===== src/rtl/core/cvs_pkg.sv =====
// ----------------------------------------------------------------------------
// cvs_pkg
// Shared types, register indexes and constants of the 3x3 convolution stream.
// ----------------------------------------------------------------------------
package cvs_pkg;

  localparam int unsigned MAX_WIDTH_DEF = 1024;
  localparam int unsigned KSIZE         = 3;
  localparam int unsigned PIX_W         = 8;
  localparam int unsigned COEFF_W       = 16;
  localparam int unsigned IMG_W_W       = 11;
  localparam int unsigned CREG_W        = COEFF_W * KSIZE;
  localparam int unsigned PROD_W        = COEFF_W + PIX_W + 1;
  localparam int unsigned SUM_W         = PROD_W + 4;
  localparam int unsigned QUO_W         = SUM_W - 8;
  localparam int unsigned FIFO_DEPTH    = 8;
  localparam int unsigned FIFO_AW       = $clog2(FIFO_DEPTH);
  localparam int unsigned FIFO_CW       = $clog2(FIFO_DEPTH + 1);

  localparam logic [IMG_W_W-1:0] IMG_W_RST = IMG_W_W'(512);
  localparam logic [CREG_W-1:0]  COEFF_RST = 48'h001C_001C_001C;

  typedef enum logic [1:0] {
    REG_IMAGE_WIDTH = 2'd0,
    REG_COEFF_ROW_0 = 2'd1,
    REG_COEFF_ROW_1 = 2'd2,
    REG_COEFF_ROW_2 = 2'd3
  } reg_idx_t;

  typedef struct packed {
    logic [PIX_W-1:0] pixel_in;
    logic             first_of_frame;
  } in_word_t;

  typedef struct packed {
    logic [PIX_W-1:0] pixel_out;
    logic             clamped;
  } out_word_t;

  typedef logic [KSIZE-1:0][CREG_W-1:0] coeff_bank_t;

  // pixel and window flags of one accepted word, toward the line buffers
  typedef struct packed {
    logic [PIX_W-1:0] pix;
    logic             above1_ok;
    logic             above2_ok;
    logic             row_start;
  } tap_req_t;

  typedef logic [KSIZE-1:0][KSIZE-1:0][PIX_W-1:0] pix_win_t;

  typedef struct packed {
    logic     valid;
    pix_win_t pix;
  } tap_win_t;

endpackage


===== src/rtl/core/cvs_out_fifo.sv =====
// ----------------------------------------------------------------------------
// cvs_out_fifo
// Result queue that decouples the free-running pipeline from out_ready.
// ----------------------------------------------------------------------------
module cvs_out_fifo (
  input  logic                              clk,
  input  logic                              rst_n,
  input  logic                              push,
  input  cvs_pkg::out_word_t                push_word,
  input  logic                              pop,
  output logic                              valid,
  output cvs_pkg::out_word_t                word,
  output logic [cvs_pkg::FIFO_CW-1:0]       count
);
  import cvs_pkg::*;

  out_word_t          fifo_mem [FIFO_DEPTH];
  logic [FIFO_AW-1:0] wr_ptr_r, rd_ptr_r;
  logic [FIFO_CW-1:0] count_r;

  assign valid = (count_r != '0);
  assign word  = fifo_mem[rd_ptr_r];
  assign count = count_r;

  always_ff @(posedge clk) begin
    if (push) begin
      fifo_mem[wr_ptr_r] <= push_word;
    end
  end

  always_ff @(posedge clk) begin
    if (!rst_n) begin
      wr_ptr_r <= '0;
      rd_ptr_r <= '0;
      count_r  <= '0;
    end else begin
      if (push) begin
        wr_ptr_r <= wr_ptr_r + FIFO_AW'(1);
      end
      if (pop) begin
        rd_ptr_r <= rd_ptr_r + FIFO_AW'(1);
      end
      count_r <= count_r + FIFO_CW'(push) - FIFO_CW'(pop);
    end
  end

endmodule


===== config.mk =====
export PLATFORM = sky130hd
export DESIGN_NAME = cvs_out_fifo
export DESIGN_NICKNAME = d
export VERILOG_FILES = /design/src/rtl/core/cvs_pkg.sv /design/src/rtl/core/cvs_out_fifo.sv
export SDC_FILE = /design/constraint.sdc
export NUM_CORES = 1
export LEC_CHECK = 0
export ABC_AREA = 1
export BUFFER_PORTS_ARGS = -buffer_cell sky130_fd_sc_hd__clkbuf_2
export CORE_ASPECT_RATIO = 0.8
export CORE_MARGIN = 3
export CORE_UTILIZATION = 50
export DETAILED_ROUTE_END_ITERATION = 8
export PLACE_DENSITY = 0.68
export SETUP_SLACK_MARGIN = 0.2
export SLEW_MARGIN = 10
export SYNTH_ARGS = -nofsm -noshare
export SYNTH_HDL_FRONTEND = slang
export SYNTH_SLANG_ARGS = --single-unit

===== constraint.sdc =====
create_clock -name clk -period 1.7 [get_ports clk]
set_input_delay 0.425 -clock clk [delete_from_list [all_inputs] [get_ports clk]]
set_output_delay 0.425 -clock clk [all_outputs]
set_load 0.005 [all_outputs]

==> results.yml <==
power_and_ir_drop:
  static-leakage-power_uw: 0.00207
  clockPowerShare_pct: 32.4
  vdd_drop_max_mv: 0.826
  switchingPower_uw: 1260
  powerDensity_mw_per_mm2: 1070
  total_power_uw: 4820
  power_frac_comb_pct: 17.3
  swShare_pct: 26.2
  seqPwrFrac_pct: 50.3
  cell_internal_pwr_uw: 3560
global_routing:
  grt_pass1_vias: 2458
  grt_usage_pct: 18.2
  grt_pass1_wl_um: 12100
  grt_max_degree: 37
  grt-ovfl-total: 0
  antenna_found_initial: 0
synthesis:
  yosysMostFrequentCell: "nand2_1"
  synth_edf_count: 72
  yosys_warnings: 0
  synthesis.nets: 410
  synth_area_mm2: 0.00381
  synth_seq_area_share_pct: 63.6
  synth_common_cells: "119 x nand2_1, 86 x inv_1, 72 x edfxtp_1"
  ys.flop_type: "edfxtp_1"
  synth_seq_cells: 85
  syn_area_per_cell_um2: 9.79
  synthTopCellsByArea: "edfxtp_1 57%, nand2_1 12%, inv_1 8.5%"
  synth_top_area_share_pct: 56.8
  synth_area_leader_cell: "edfxtp_1"
  async_reset_ff_share_pct: 0
  syn_inst: 389
  ys_types: 21
place:
  dp_hpwl_um: 4880
  port_buffers: 26
  gp_congestion: 0.796
  place_ws_ns: 0.0384
  dp_cells: 524
timing:
  hold_viol: 0
  slew_violations: 0
  fin_skew_ns: 0.0104
  worst_pin_slew_ns: 0.239
  final.setup.tns_ns: -0.983
  max_freq_ghz: 0.540
  setup_viol: 9
  relSlewSlack_pct: 84.0
  finalCriticalPeriod_ns: 1.85
  layout_setup_ws_ns: -0.151
  period_share_pct: 109
  rsz0062_at_grt: "yes"
route:
  drc: 0
  firstDrtPassIters: 4
  totalWireLength_um: 7620
  vias_per_cell: 4.73
  wire_per_inst_um: 14.0
  vias: 2569
  ant_nets: 0
  drt_iter0_drc: 148
floorplanning:
  fp.dieW_um: 104
  die_h_um: 84.1
  coreArea_mm2: 0.00713
  die_area_mm2: 0.00870
  num_io_pins: 27
  initial_utilization_pct: 53.4
  row_count: 27
flow_run:
  cap_viol_max_count: 0
finish:
  diodes: 0
  fillers: 578
  stdcell_count: 543
  drive_above_1_share_pct: 23.3
  final_nets: 458
  areaGrowthSynthToFinish_pct: 17.7
  fin_util_pct: 62.9
clock_network:
  clock_sinks: 85
  clock_path_buffers: 2
  cts_inserted_buffers: 9
  tritoncts: "yes"
  cts_htree_levels: 3
  insertion_delay_ns: 0.35
  clk_pin_slew_ns: 0.09
  root_buffer: "clkbuf_8"
setup_path:
  crit_buf_inv: 2
  cp_common_cell: "nand2_1"
  worst_setup_path_end_kind: "output port"
  crit_fanout: 13
  path_delay_family: "flip-flops"
  cp.arrival_ns: 1.43
  worst_path_max_delay_cell: "dfxtp_4"
  critPathMaxStageDelay_ns: 0.44
  critPathKind: "reg2out"
  start_kind: "register"
  crit_required_ns: 1.27
  crit_path_cell_trace: "buf_8 > nand2_1 > nand3_1 > nand2_1 > nand2_1 > nand2_2 > clkbuf_2"
outcome:
  status: "finished with violations"
  violations: "setup timing"
hold_path:
  hold_path.class: "in2reg"
-- cell type report --
type                    instances  area (um2)  area share [%]
clock buffers                   9         124            2.76
clock inverters                 7        97.6            2.18
inverters                      89         355            7.93
multi-input cells             204        1020            22.8
flip-flops and latches         85        2430            54.3
well taps                     101         126            2.82
repair buffers                 48         323            7.20
-- layout by cell type, fill, tap and decap left out, drive strengths merged --
master      n
nor2       15
xnor2       1
edfxtp     72
or2         2
nand2     129
clkinv      2
nand3      39
dfxtp      13
a21oi       6
o21ai       3
ha          7
inv        90
clkbuf     34
xor2        1
bufinv      2
fa          1
clkinvlp    2
buf        23
-- final timing paths --
path	depth (start not counted)	slack [ns]	startpoint	end
worst max-delay path	7	-0.15	register	word[4]
worst min-delay path	1	0.36	push_word[8]	fifo_mem[2][8]
worst max register to register	7	0.23	count[0]	count[1]
worst min register to register	2	0.51	wr_ptr_r[0]	wr_ptr_r[0]
-- power groups by stage --
stage / clock [uW] / combinational (uW) / sequential [uW]
final: 1560 / 835 / 2420
after global routing: 1670 / 945 / 2430
after CTS: 1590 / 801 / 2420
after detailed placement: 0 / 735 / 2440
after global placement: 0 / 709 / 2440
after floorplan: 0 / 497 / 2430
-- state kept, by name, indices dropped and copies added (netlist names), named ones only --
signal	flops
fifo_mem	72
rd_ptr_r	3
wr_ptr_r	3
count	4
-- routing by layer --
metal | part of all wire (%) | track usage, % | wire (um) | up-vias
li1 | - | - | - | 1299
met1 | 46 | 24.6 | 3520 | 1207
met2 | 48 | 29.3 | 3660 | 59
met3 | 5.3 | 4.87 | 406 | 4
met4 | 0.33 | 5.07 | 25 | 0
met5 | 0 | 0 | 0 | -
-- cells by family (layout without fill, tap and decap cells) --
logic type               Yosys count  after routing  share of synthesized area, %
AND/OR/NAND/NOR                  185            185                          20.3
buffers and inverters            100            153                          11.6
adder cells (fa/ha/maj)            8              8                          2.83
flip-flops                        85             85                          63.6
AO/OA/AOI/OAI                      9              9                          1.18
XOR/XNOR                           2              2                         0.460
-- stage by stage --
step                      hold WS (ns)  cell area (um2)
after floorplan                  0.469             3830
after global placement           0.487             4130
after detailed placement         0.489             4130
after CTS                        0.334             4430
after global routing             0.351             4480
final                            0.355             4480
-- what timing repair did --
action	CTS	global route
setup endpoints to repair	12	13
cloned	0	0
hold buffers	0	0
resized for setup	23	10
setup buffers	1	2
endpoints found under the hold margin	0	0
pin swaps	5	4
Note: power is estimated with default switching activity, not from simulation.
