## config.mk

```make
export PLATFORM = sky130hd
export DESIGN_NAME = cvs_mac
export DESIGN_NICKNAME = d
export VERILOG_FILES = /design/src/rtl/core/cvs_pkg.sv /design/src/rtl/core/cvs_mac.sv
export SDC_FILE = /design/constraint.sdc
export NUM_CORES = 2
export LEC_CHECK = 0
export ABC_AREA = 1
export BUFFER_PORTS_ARGS = -buffer_cell sky130_fd_sc_hd__buf_2
export CAP_MARGIN = 20
export CORE_MARGIN = 1.5
export CORE_UTILIZATION = 39
export DETAILED_ROUTE_END_ITERATION = 8
export PLACE_DENSITY = 0.59
export SLEW_MARGIN = 20
export SYNTH_ARGS = -nofsm -noshare
export SYNTH_HDL_FRONTEND = slang
export SYNTH_SLANG_ARGS = --single-unit
```

## constraint.sdc

```tcl
create_clock -name clk -period 8.95 [get_ports clk]
set_input_delay 0.4475 -clock clk [delete_from_list [all_inputs] [get_ports clk]]
set_output_delay 0.4475 -clock clk [all_outputs]
set_load 0.005 [all_outputs]
```

## src/rtl/core/cvs_pkg.sv

```systemverilog
// ----------------------------------------------------------------------------
// cvs_pkg
// Shared types, register indexes and constants of the 3x3 convolution stream.
// ----------------------------------------------------------------------------
package cvs_pkg;

  localparam int unsigned MAX_WIDTH_DEF = 1024;
  localparam int unsigned KSIZE         = 3;
  localparam int unsigned PIX_W         = 8;
  localparam int unsigned COEFF_W       = 16;
  localparam int unsigned IMG_W_W       = 11;
  localparam int unsigned CREG_W        = COEFF_W * KSIZE;
  localparam int unsigned PROD_W        = COEFF_W + PIX_W + 1;
  localparam int unsigned SUM_W         = PROD_W + 4;
  localparam int unsigned QUO_W         = SUM_W - 8;
  localparam int unsigned FIFO_DEPTH    = 8;
  localparam int unsigned FIFO_AW       = $clog2(FIFO_DEPTH);
  localparam int unsigned FIFO_CW       = $clog2(FIFO_DEPTH + 1);

  localparam logic [IMG_W_W-1:0] IMG_W_RST = IMG_W_W'(512);
  localparam logic [CREG_W-1:0]  COEFF_RST = 48'h001C_001C_001C;

  typedef enum logic [1:0] {
    REG_IMAGE_WIDTH = 2'd0,
    REG_COEFF_ROW_0 = 2'd1,
    REG_COEFF_ROW_1 = 2'd2,
    REG_COEFF_ROW_2 = 2'd3
  } reg_idx_t;

  typedef struct packed {
    logic [PIX_W-1:0] pixel_in;
    logic             first_of_frame;
  } in_word_t;

  typedef struct packed {
    logic [PIX_W-1:0] pixel_out;
    logic             clamped;
  } out_word_t;

  typedef logic [KSIZE-1:0][CREG_W-1:0] coeff_bank_t;

  // pixel and window flags of one accepted word, toward the line buffers
  typedef struct packed {
    logic [PIX_W-1:0] pix;
    logic             above1_ok;
    logic             above2_ok;
    logic             row_start;
  } tap_req_t;

  typedef logic [KSIZE-1:0][KSIZE-1:0][PIX_W-1:0] pix_win_t;

  typedef struct packed {
    logic     valid;
    pix_win_t pix;
  } tap_win_t;

endpackage

```

## src/rtl/core/cvs_mac.sv

```systemverilog
// ----------------------------------------------------------------------------
// cvs_mac
// Nine products, registered sum, floor and clamp to an 8-bit result word.
// ----------------------------------------------------------------------------
module cvs_mac (
  input  logic                 clk,
  input  logic                 rst_n,
  input  cvs_pkg::tap_win_t    win,
  input  cvs_pkg::coeff_bank_t coeff,
  output logic                 push,
  output cvs_pkg::out_word_t   res
);
  import cvs_pkg::*;

  logic                                   c_valid_r, d_valid_r;
  logic [KSIZE-1:0][KSIZE-1:0][PROD_W-1:0] prod_r;
  logic [SUM_W-1:0]                        sum_r;
  logic signed [SUM_W-1:0]                 sum_c;
  logic signed [QUO_W-1:0]                 quo;

  always_ff @(posedge clk) begin
    for (int m = 0; m < KSIZE; m++) begin
      for (int n = 0; n < KSIZE; n++) begin
        prod_r[m][n] <= PROD_W'($signed(coeff[m][COEFF_W*n +: COEFF_W])
                                * $signed({1'b0, win.pix[m][n]}));
      end
    end
    sum_r <= sum_c;
  end

  always_comb begin
    sum_c = '0;
    for (int m = 0; m < KSIZE; m++) begin
      for (int n = 0; n < KSIZE; n++) begin
        sum_c = sum_c + SUM_W'($signed(prod_r[m][n]));
      end
    end
  end

  // arithmetic shift floors toward minus infinity
  always_comb begin
    quo  = QUO_W'($signed(sum_r) >>> 8);
    push = d_valid_r;
    if (quo > $signed(QUO_W'(255))) begin
      res.pixel_out = 8'hFF;
      res.clamped   = 1'b1;
    end else if (quo < 0) begin
      res.pixel_out = '0;
      res.clamped   = 1'b1;
    end else begin
      res.pixel_out = quo[PIX_W-1:0];
      res.clamped   = 1'b0;
    end
  end

  always_ff @(posedge clk) begin
    if (!rst_n) begin
      c_valid_r <= 1'b0;
      d_valid_r <= 1'b0;
    end else begin
      c_valid_r <= win.valid;
      d_valid_r <= c_valid_r;
    end
  end

endmodule

```

==> metrics.md <==
| Metric | Value |
|---|---|
| CP startpoint | `win[16]` |
| Final Cell Area | `0.0600 mm2` |
| Port bufs | `228` |
| Crit-path max FO | `16` |
| Final Non-Filler Cells | `9471` |
| Via count | `43274` |
| Busiest grt layer | `met2` |
| GRT Overall Usage | `20.1%` |
| Period utilization | `47.0%` |
| Hold path cells | `3` |
| Reg2Reg Setup Slack | `4780 ps` |
| Cell depth of the worst flop-to-flop path | `16` |
| Fin Clk Skew | `44.0 ps` |
| Hold Path Class | `input pin to flip-flop` |
| Post-Syn Area | `0.0566 mm2` |
| Relative slew margins | `67.0%` |
| Final setup viols | `0` |
| Post-cts resize count | `0` |
| Critical Path End Type | `flip-flop` |
| Clk_lat worst skew | `610 ps` |
| First-pass DRT Iterations | `9` |
| Synth area leaders | `fa_1, inv_1, nand2_1, ha_1, dfxtp_1` |
| Count of standard-cell rows | `139` |
| Vias in the first global route | `46104` |
| Clock-pin transition on the worst setup and hold timing paths | `70 ps` |
| Critical path class | `input pin to flip-flop` |
| CTS max path bufs | `3` |
| Cell count after synthesis | `7564` |
| GRT overflow | `0` |
| Failing checks | `DRC` |
| MaxCap Viol Count | `0` |
| Worst Tran Pin Value | `490 ps` |
| Setup Buffers After CTS | `0` |
| HPWL after detailed placement | `126000 um` |
| Synth Register Bits | `248` |
| Status | `finished, violations left` |
| Fin. max-slew vios | `0` |
| DR WL/cell | `15.1 um` |
| Highest clock rate | `238 MHz` |
| Grt met2 use | `37.3%` |
| Die Y | `384 um` |
| RSZ-0062 raised after global routing | `no` |
| GR Util met1 | `25.8%` |
| Post-DRT Antenna Nets | `0` |
| H-tree levels | `1` |
| Placed instance area | `0.0589 mm2` |
| Setup crit start kind | `input pin` |
| IO Pins | `229` |
| CTS Hold Bufs | `0` |
| Area leader, netlist | `fa_1` |
| Pin count of the biggest net entering global routing | `18` |
| Synth top area share | `38.8%` |
| Most frequent cells in the layout | `inv_1, nand2_1, fa_1, ha_1, dfxtp_1` |
| Most common cell after layout, fill and taps aside | `inv_1` |
| Layout cell share with drive strength beyond 1 | `4.30%` |
| Synthesis-to-layout area growth | `6.17%` |
| GPL Wtd Cong | `0.940` |
| Via density per instance | `4.57` |
| Synth unique cells | `36` |
| Ys Warns | `0` |
| DRC violations left | `45` |
| Clock sinks | `248` |
| Syn_nets | `9354` |
| Clock buffer count from CTS | `30` |
| Core ar. | `0.144 mm2` |
| Setup TNS | `0 ps` |
| Placed Cells incl. Taps | `9406` |
| Worst r2r dst | `sum_r[23]` |
| Seq/Total Area, Yosys | `8.78%` |
| CTS tree | `built` |
| Initial antenna violation count | `12` |
| Reg2Reg Launch Point | `prod_r[22]` |
| Final hold violation count | `0` |
| Final core utilization | `41.7%` |
| Mean post-synth cell area | `7.48 um2` |
| Fin crit period | `4200 ps` |
| DRT Wirelength | `143000 um` |
| Met3 Use GR | `1.35%` |
| Worst Setup EP | `prod_r[74]` |
| Initial DRC Count | `2229` |
| CP arrival | `4720 ps` |
| Initial Utilization | `39.3%` |
| Root Driver | `clkbuf_16` |
| Required @ worst endpoint | `9470 ps` |
| Die area | `0.147 mm2` |
| Die Wd | `384 um` |
| Final net count | `9325` |
| First-pass GRT wire length | `238000 um` |
==> flip-flops by register name (all words and copies together), names as in the netlist <==
signal,count
c_valid_r,1
sum_r,21
prod_r,225
push,1
==> synth_stat cells <==
master       n
nand2b_1     1
or2_2        3
clkinv_1     1
nor3_2       4
o21bai_1    24
nor4_1       9
o31ai_1      4
a21o_1      11
nand4_1     71
nand2_1   1889
nand3_1    151
nor2_1     200
and2_1      13
o21ai_1      1
a31oi_1      5
nand3_2      4
nand2_2     22
nand3b_1     5
xnor2_1     49
buf_4        1
inv_1     2496
fa_1      1095
ha_1       476
o21ai_0     97
nor3_1      21
clkbuf_2    36
a21oi_2      1
nor2_2       3
nor3b_2      1
dfxtp_1    248
o21a_1      10
xor2_1     119
o21ai_2      5
a21oi_1    230
clkbuf_1   252
a21boi_0     6
==> cell type report <==
class	count	area, um2
fillers	14865	83800
multi-input cells	4530	41100
inverters	2497	9370
flip-flops and latches	248	4960
well taps	1903	2380
repair buffers	228	1140
clock buffers	36	813
clock inverters	20	268
diodes	9	22.5
==> cell families after synthesis <==
family | count (synthesis) | synth area share [%]
adders and majority gates | 1571 | 49.3
xor gates and xnor gates | 168 | 2.60
DFF | 248 | 8.78
buffers and inverters | 2786 | 18.6
and+or+nand+nor | 2397 | 17.0
AOI/OAI and AO/OA | 394 | 3.78
==> stage by stage <==
stage | setup slack, ps | hold slack, ps
detailed placement | 4200 | 401
global route | 4500 | 54.0
finish | 4750 | 47.8
floorplan | 4560 | 390
global placement | 4150 | 396
CTS | 4760 | 14.6
==> per-layer routing <==
metal | routed length (um) | share of wire, % | vias up
li1 | - | - | 21197
met1 | 60700 | 43 | 21180
met2 | 74000 | 52 | 781
met3 | 5490 | 3.9 | 112
met4 | 2460 | 1.7 | 4
met5 | 21 | 0.015 | -
==> worst min-delay path by stage <==
| stage | from | to |
|---|---|---|
| detailed placement | c_valid_r | push |
| global route | win[72] | c_valid_r |
| CTS | win[72] | c_valid_r |
| finish | win[72] | c_valid_r |
| global placement | c_valid_r | push |
| floorplan | c_valid_r | push |
==> critical path, cell delays in order <==
cell and delay, ps:
buf_2 320, nand2_1 200, fa_1 600, fa_1 590
inv_1 110, fa_1 520, inv_1 60, fa_1 520
inv_1 50, ha_1 350, inv_1 100, nor3_1 230
and2_1 200, nand4_1 160, nand3_1 130, nand2_1 60
nand2_1 70
Power is not shown: default switching activity piles up to over one toggle a cycle in this logic, so the estimate is an artifact.
