**config.mk**
```make
export PLATFORM = sky130hd
export DESIGN_NAME = cvs_ctrl
export DESIGN_NICKNAME = d
export VERILOG_FILES = /design/src/rtl/core/cvs_pkg.sv /design/src/rtl/core/cvs_ctrl.sv
export SDC_FILE = /design/constraint.sdc
export NUM_CORES = 1
export LEC_CHECK = 0
export BUFFER_PORTS_ARGS = -buffer_cell sky130_fd_sc_hd__buf_4
export CAP_MARGIN = 20
export CORE_MARGIN = 3
export CORE_UTILIZATION = 45
export DETAILED_ROUTE_END_ITERATION = 7
export PLACE_DENSITY = 0.7
export SLEW_MARGIN = 10
export SYNTH_ARGS = -nofsm -noshare
export SYNTH_HDL_FRONTEND = slang
export SYNTH_SLANG_ARGS = --single-unit
```
**constraint.sdc**
```tcl
create_clock -name clk -period 6.6 [get_ports clk]
set_clock_uncertainty 0.1 [all_clocks]
set_input_delay 0.99 -clock clk [delete_from_list [all_inputs] [get_ports clk]]
set_output_delay 0.99 -clock clk [all_outputs]
set_load 0.03 [all_outputs]
```
**src/rtl/core/cvs_pkg.sv**
```systemverilog
// ----------------------------------------------------------------------------
// cvs_pkg
// Shared types, register indexes and constants of the 3x3 convolution stream.
// ----------------------------------------------------------------------------
package cvs_pkg;

  localparam int unsigned MAX_WIDTH_DEF = 1024;
  localparam int unsigned KSIZE         = 3;
  localparam int unsigned PIX_W         = 8;
  localparam int unsigned COEFF_W       = 16;
  localparam int unsigned IMG_W_W       = 11;
  localparam int unsigned CREG_W        = COEFF_W * KSIZE;
  localparam int unsigned PROD_W        = COEFF_W + PIX_W + 1;
  localparam int unsigned SUM_W         = PROD_W + 4;
  localparam int unsigned QUO_W         = SUM_W - 8;
  localparam int unsigned FIFO_DEPTH    = 8;
  localparam int unsigned FIFO_AW       = $clog2(FIFO_DEPTH);
  localparam int unsigned FIFO_CW       = $clog2(FIFO_DEPTH + 1);

  localparam logic [IMG_W_W-1:0] IMG_W_RST = IMG_W_W'(512);
  localparam logic [CREG_W-1:0]  COEFF_RST = 48'h001C_001C_001C;

  typedef enum logic [1:0] {
    REG_IMAGE_WIDTH = 2'd0,
    REG_COEFF_ROW_0 = 2'd1,
    REG_COEFF_ROW_1 = 2'd2,
    REG_COEFF_ROW_2 = 2'd3
  } reg_idx_t;

  typedef struct packed {
    logic [PIX_W-1:0] pixel_in;
    logic             first_of_frame;
  } in_word_t;

  typedef struct packed {
    logic [PIX_W-1:0] pixel_out;
    logic             clamped;
  } out_word_t;

  typedef logic [KSIZE-1:0][CREG_W-1:0] coeff_bank_t;

  // pixel and window flags of one accepted word, toward the line buffers
  typedef struct packed {
    logic [PIX_W-1:0] pix;
    logic             above1_ok;
    logic             above2_ok;
    logic             row_start;
  } tap_req_t;

  typedef logic [KSIZE-1:0][KSIZE-1:0][PIX_W-1:0] pix_win_t;

  typedef struct packed {
    logic     valid;
    pix_win_t pix;
  } tap_win_t;

endpackage

```
**src/rtl/core/cvs_ctrl.sv**
```systemverilog
// ----------------------------------------------------------------------------
// cvs_ctrl
// Column and row tracking; yields the line address and window flags per word.
// ----------------------------------------------------------------------------
module cvs_ctrl #(
  parameter int unsigned MAX_WIDTH = cvs_pkg::MAX_WIDTH_DEF
) (
  input  logic                               clk,
  input  logic                               rst_n,
  input  logic                               acc,
  input  cvs_pkg::in_word_t                  in_word,
  input  logic [cvs_pkg::IMG_W_W-1:0]        image_width,
  output logic [$clog2(MAX_WIDTH)-1:0]       col,
  output cvs_pkg::tap_req_t                  req
);
  import cvs_pkg::*;

  localparam int unsigned CW = $clog2(MAX_WIDTH);
  localparam int unsigned WW = CW + 1;

  logic [CW-1:0] col_r, col_nxt;
  logic [1:0]    rows_r, rows_nxt;
  logic [WW-1:0] eff_w;
  logic [CW-1:0] col_in;
  logic [1:0]    rows_in;
  logic [1:0]    rows_cur;
  logic [WW-1:0] col_inc;

  always_comb begin
    if (image_width == '0) begin
      eff_w = WW'(1);
    end else if (32'(image_width) > MAX_WIDTH) begin
      eff_w = WW'(MAX_WIDTH);
    end else begin
      eff_w = WW'(image_width);
    end
  end

  always_comb begin
    col_in  = in_word.first_of_frame ? '0 : col_r;
    rows_in = in_word.first_of_frame ? '0 : rows_r;
    // width shrunk mid-row: close the row first
    if ({1'b0, col_in} >= eff_w) begin
      col      = '0;
      rows_cur = (rows_in == 2'd2) ? 2'd2 : rows_in + 2'd1;
    end else begin
      col      = col_in;
      rows_cur = rows_in;
    end
    col_inc = {1'b0, col} + WW'(1);
    if (col_inc >= eff_w) begin
      col_nxt  = '0;
      rows_nxt = (rows_cur == 2'd2) ? 2'd2 : rows_cur + 2'd1;
    end else begin
      col_nxt  = col_inc[CW-1:0];
      rows_nxt = rows_cur;
    end
    req.pix       = in_word.pixel_in;
    req.above1_ok = (rows_cur != 2'd0);
    req.above2_ok = (rows_cur == 2'd2);
    req.row_start = (col == '0);
  end

  always_ff @(posedge clk) begin
    if (!rst_n) begin
      col_r  <= '0;
      rows_r <= '0;
    end else if (acc) begin
      col_r  <= col_nxt;
      rows_r <= rows_nxt;
    end
  end

endmodule

```
==> results of run 1 <==
==> synthesized netlist by cell type, drive strengths merged, types with 2 or more instances <==
cell type	number
clkbuf	7
nand4	2
a21o	2
o211ai	2
o21ai	2
and3	6
nand3b	5
dfxtp	12
a21oi	6
mux2	2
a22o	2
and2	6
inv	13
nand2	23
o21a	2
a211o	3
nor2b	8
xnor2	3
nand3	12
buf	10
a31oi	3
and4	4
nor2	20
xor2	5
ha	27
a221o	2
nor4	4
nand2b	3
nor3	2
o221ai	2
==> flip-flops by register name, summed over array words and instances (netlist names) <==
register	cells
col_r	10
rows_r	2
==> metal layers <==
metal	GRT usage	share of wire	up-vias
met1	0.251	0.48	664
met5	0	0	-
met4	0.0355	0.0084	0
met3	0.0408	0.064	4
met2	0.255	0.45	37
li1	-	-	775
==> worst max-delay path: cells and delay by family <==
| family | cells | cell delay [ns] |
|---|---|---|
| fa+ha+maj | 3 | 0.72 |
| compound gates | 6 | 1.19 |
| simple gates | 11 | 2.63 |
| buf+inv | 1 | 0.11 |
==> final timing paths <==
kind | from | to | slack [ns] | depth (start not counted)
min reg2reg | col_r[0] | col_r[0] | 0.37 | 2
min | col_r[0] | col_r[0] | 0.37 | 2
max | image_width[6] | col_r[7] | 1.09 | 21
max reg2reg | col_r[8] | col_r[7] | 1.51 | 18
==> logic make-up after synthesis <==
group	Yosys count	share of synthesized area
buf+inv	31	0.0953
fa+ha+maj	27	0.208
simple gates	100	0.342
xor+xnor	8	0.0430
compound gates	31	0.145
flops	12	0.148
mux	3	0.0200
==> power by group <==
part           switching [mW]  internal, mW  leakage [nW]
sequential           0.000494        0.0733        0.0970
clock                  0.0273        0.0336        0.0210
combinational          0.0274        0.0184         0.768
==> layout make-up <==
cell class | instances | area, um^2
fill | 349 | 1590
multi-input combinational | 169 | 1230
sequential | 12 | 240
timing repair buffer | 27 | 203
tap | 46 | 57.6
inverter | 14 | 52.6
clock buffer | 4 | 36.3
==> out/metrics.yaml, run 1 <==
cts-root-buf: "clkbuf_4"
status: "complete, no violations"
final_core_util: 0.533
irDropWorstVdd_uv: 123
start_kind: "primary input"
grt-ovfl-total: 0
synth-edff-count: 0
tritoncts: "yes"
ant_nets: 0
p_leak_nw: 0.886
numCtsBuffers: 3
syn_avg_cell_area_um2: 7.68
cp_max_fo: 11
synth_nets: 262
routed_via_density: 5.44
gp_congestion: 0.899
cp_slowest_cell: "nand3_1"
drtPass1Iterations: 4
pre_cts_slack_ns: 0.765
grt_max_degree: 15
area_growth_pct: 11.9
async_reset_ff_frac: 0
cap_violations: 0
design_area_mm2: 0.00182
coreArea_mm2: 0.00342
crit_arrival_ns: 5.66
grt_pass1_vias: 1296
worstHoldPathType: "register to register"
finalMaxSlewViolations: 0
num_vias: 1480
setup_slack_ns: 1.09
grt_usage: 0.172
syn_inst: 212
ys_warn_count: 0
rsz0062_at_grt: "false"
post_cts_buffers: 0
die_area_mm2: 0.00438
crit_required_ns: 6.74
setup_viol: 0
drc: 0
htree_levels: 1
setup_tns_ns: 0
drive_gt1_frac: 0.177
synthTopCellsByArea: "ha_1, dfxtp_1, nand2_1"
wl_per_cell_um: 13.6
clk_path_buf_depth: 2
synth_top_area_cell: "ha_1"
final_cell_mix: "ha_1, buf_4, nand2_1"
nets: 277
clock_latency_ns: 0.29
finalCritPeriodShare: 0.835
port_buffers: 27
cpPeakStageDelay_ns: 0.38
antenna_found_initial: 0
grt_pass1_wl_um: 5890
clock_sinks: 12
postRouteWirelength_um: 3710
synth.top_cell.area_share: 0.208
drtIter0Drc: 88
initial_core_util: 0.477
worstSetupPathType: "primary input to register"
power_density_mw_per_mm2: 99.1
dieHeight_um: 66.1
ys_ff_latch: 12
crit_chain: "buf_4 > nor4_1 > a31oi_1 > nor2_1 > ha_1 > nor2b_1 > o21ai_1 > a32oi_2 > nand3_1 > nor2_1 > ha_1 > and3_4 > and2_1 > and3_1 > ha_1 > a21oi_1 > nor4b_1 > o311a_1 > nor2_1 > nor3_1 > a221o_1"
whs_ns: 0.365
fmax_mhz: 181
dpl-instance-area_mm2: 0.00179
fin_cells: 272
num_antenna_cells: 0
post_cts_resized: 0
cp-end-kind: "register"
hold_viol_final: 0
period_needed_ns: 5.51
slew_headroom: 0.720
io_pins: 44
clk_pin_slew_ns: 0.09
placed_cells_incl_taps: 268
ys.flop_type: "dfxtp_1"
tightest_slew_ns: 0.417
die_w_um: 66.1
hpwlAfterDp_um: 3080
cts_hold_buf: 0
rows: 21
ys_seq_area_frac: 0.148
power.total_uw: 181
yosysUniqueCellTypes: 51
netlist_area_mm2: 0.00163
(Power assumes the default switching activity.)
==> run 2, diff against run 1 <==
Settings changed: PLACE_DENSITY 0.7 to 0.73.
Clock period 6.6 ns to 4.95 ns, I/O delays scaled along.
==> out/metrics.yaml, run 2 (same netlist as run 1, synthesis figures left out) <==
ant_nets: 0  # unchanged
postRouteWirelength_um: 3830  # was 3710 um
grt_pass1_wl_um: 6550  # was 5890 um
grt-ovfl-total: 0  # unchanged
largestRegisters: "col_r (10), rows_r (2)"  # unchanged
cp-end-kind: "register"  # unchanged
gp_congestion: 0.904  # was 0.899
port_buffers: 27  # unchanged
worstHoldStart: "col_r[0]"  # unchanged
cts-root-buf: "clkbuf_4"  # unchanged
rsz0062_at_grt: "true"  # was false
power_density_mw_per_mm2: 118  # was 99.1 mW/mm^2
drc: 0  # unchanged
antenna_found_initial: 0  # unchanged
die_w_um: 66.1  # unchanged
finalMaxSlewViolations: 0  # unchanged
status: "complete, no violations"  # unchanged
slew_headroom: 0.732  # was 0.720
dieHeight_um: 66.1  # unchanged
drtPass1Iterations: 5  # was 4
whs_ns: 0.368  # was 0.365 ns
drive_gt1_frac: 0.220  # was 0.177
nets: 284  # was 277
final_cell_mix: "buf_4, ha_1, nand2_1"  # was ha_1, buf_4, nand2_1
setup_slack_ns: 0.226  # was 1.09 ns
grt_pass1_vias: 1418  # was 1,296
grt_max_degree: 15  # unchanged
wl_per_cell_um: 13.8  # was 13.6 um
top_register: "col_r"  # unchanged
die_area_mm2: 0.00438  # unchanged
fmax_mhz: 212
num_vias: 1520  # was 1,480
cts_hold_buf: 0  # unchanged
layout_commonest_cell: "buf_4"
final_core_util: 0.551  # was 0.533
fin_cells: 278  # was 272
hpwlAfterDp_um: 3130  # was 3080 um
clock_latency_ns: 0.27  # was 0.29 ns
irDropWorstVdd_uv: 97.2  # was 123 uV
numCtsBuffers: 3  # unchanged
startpoint: "image_width[6]"  # unchanged
pre_cts_slack_ns: -0.185  # was 0.765 ns
period_needed_ns: 4.72
hold_viol_final: 0  # unchanged
setup_viol: 0  # unchanged
clk_pin_slew_ns: 0.07  # was 0.09 ns
start_kind: "primary input"  # unchanged
io_pins: 44  # unchanged
cap_violations: 0  # unchanged
rows: 21  # unchanged
initial_core_util: 0.477  # unchanged
area_growth_pct: 15.7  # was 11.9%
worstHoldPathType: "register to register"  # unchanged
largest_register_ffs: 10  # unchanged
grt_usage: 0.191  # was 0.172
reg2reg_from: "col_r[2]"  # was col_r[8]
clock_sinks: 12  # unchanged
htree_levels: 1  # unchanged
cp_max_fo: 7  # was 11
drtIter0Drc: 134  # was 88
finalCritPeriodShare: 0.954
p_leak_nw: 0.918  # was 0.886 nW
coreArea_mm2: 0.00342  # unchanged
num_antenna_cells: 0  # unchanged
crit_required_ns: 5.01  # was 6.74 ns
routed_via_density: 5.47  # was 5.44
clk_path_buf_depth: 2  # unchanged
tightest_slew_ns: 0.401  # was 0.417 ns
placed_cells_incl_taps: 275  # was 268
worstSetupPathType: "primary input to register"  # unchanged
crit_arrival_ns: 4.79  # was 5.66 ns
power.total_uw: 223  # was 181 uW
tritoncts: "yes"  # unchanged
[run 2: critical path: stages]
cell and delay, ns:
buf_4 0.11, nor4_1 0.38, a31oi_1 0.16, nor2_2 0.13
ha_1 0.24, nor2b_1 0.10, o21ai_1 0.09, a32oi_2 0.23
buf_4 0.18, nand3_1 0.10, inv_1 0.10, ha_1 0.19
and3_4 0.24, and2_1 0.21, xnor2_1 0.14, nor2_1 0.07
ha_1 0.27, o21a_1 0.11, o211ai_1 0.07, and2_1 0.19
o21a_2 0.27, and4_1 0.21, a221o_1 0.25
[run 2: worst paths after layout]
| kind | to | slack [ns] | cells past startpoint |
|---|---|---|---|
| max | col_r[9] | 0.23 | 23 |
| min | col_r[0] | 0.37 | 2 |
| max reg2reg | col_r[9] | 0.72 | 20 |
| min reg2reg | col_r[0] | 0.37 | 2 |
[run 2: cell type report]
class                   instances  area, um^2
flip-flops and latches         12         240
clock buffers                   3        22.5
repair buffers                 34         255
well taps                      46        57.6
multi-input cells             169        1250
inverters                      14        52.6
fillers                       331        1530
[run 2: timing repair]
action                                  CTS  global route
gates resized for setup                   0             4
setup buffers                             0             0
endpoints found under the setup margin    0            12
[run 2: metrics by stage]
step                      TNS [ns]  area, um^2
after floorplan                  0        1640
after global placement      -0.296        1850
after detailed placement    -0.810        1850
after CTS                        0        1870
after global routing      -0.00197        1880
final                            0        1880
[run 2: routing by layer]
| metal | global-route usage | vias to the layer above | share of wire | routed length (um) |
|---|---|---|---|---|
| met2 | 0.296 | 40 | 0.46 | 1750 |
| met1 | 0.272 | 692 | 0.49 | 1870 |
| met4 | 0.0305 | 0 | 0.0021 | 8 |
| li1 | - | 786 | - | - |
| met5 | 0 | - | 0 | 0 |
| met3 | 0.0442 | 2 | 0.053 | 204 |
[run 2: report_power, final]
group / switching, mW / total (mW) / leakage [nW] / internal, mW
registers: 0.000655 / 0.0984 / 0.0970 / 0.0977
logic: 0.0380 / 0.0655 / 0.807 / 0.0275
clock network: 0.0307 / 0.0588 / 0.0138 / 0.0282
total: 0.0694 / 0.223 / 0.918 / 0.153
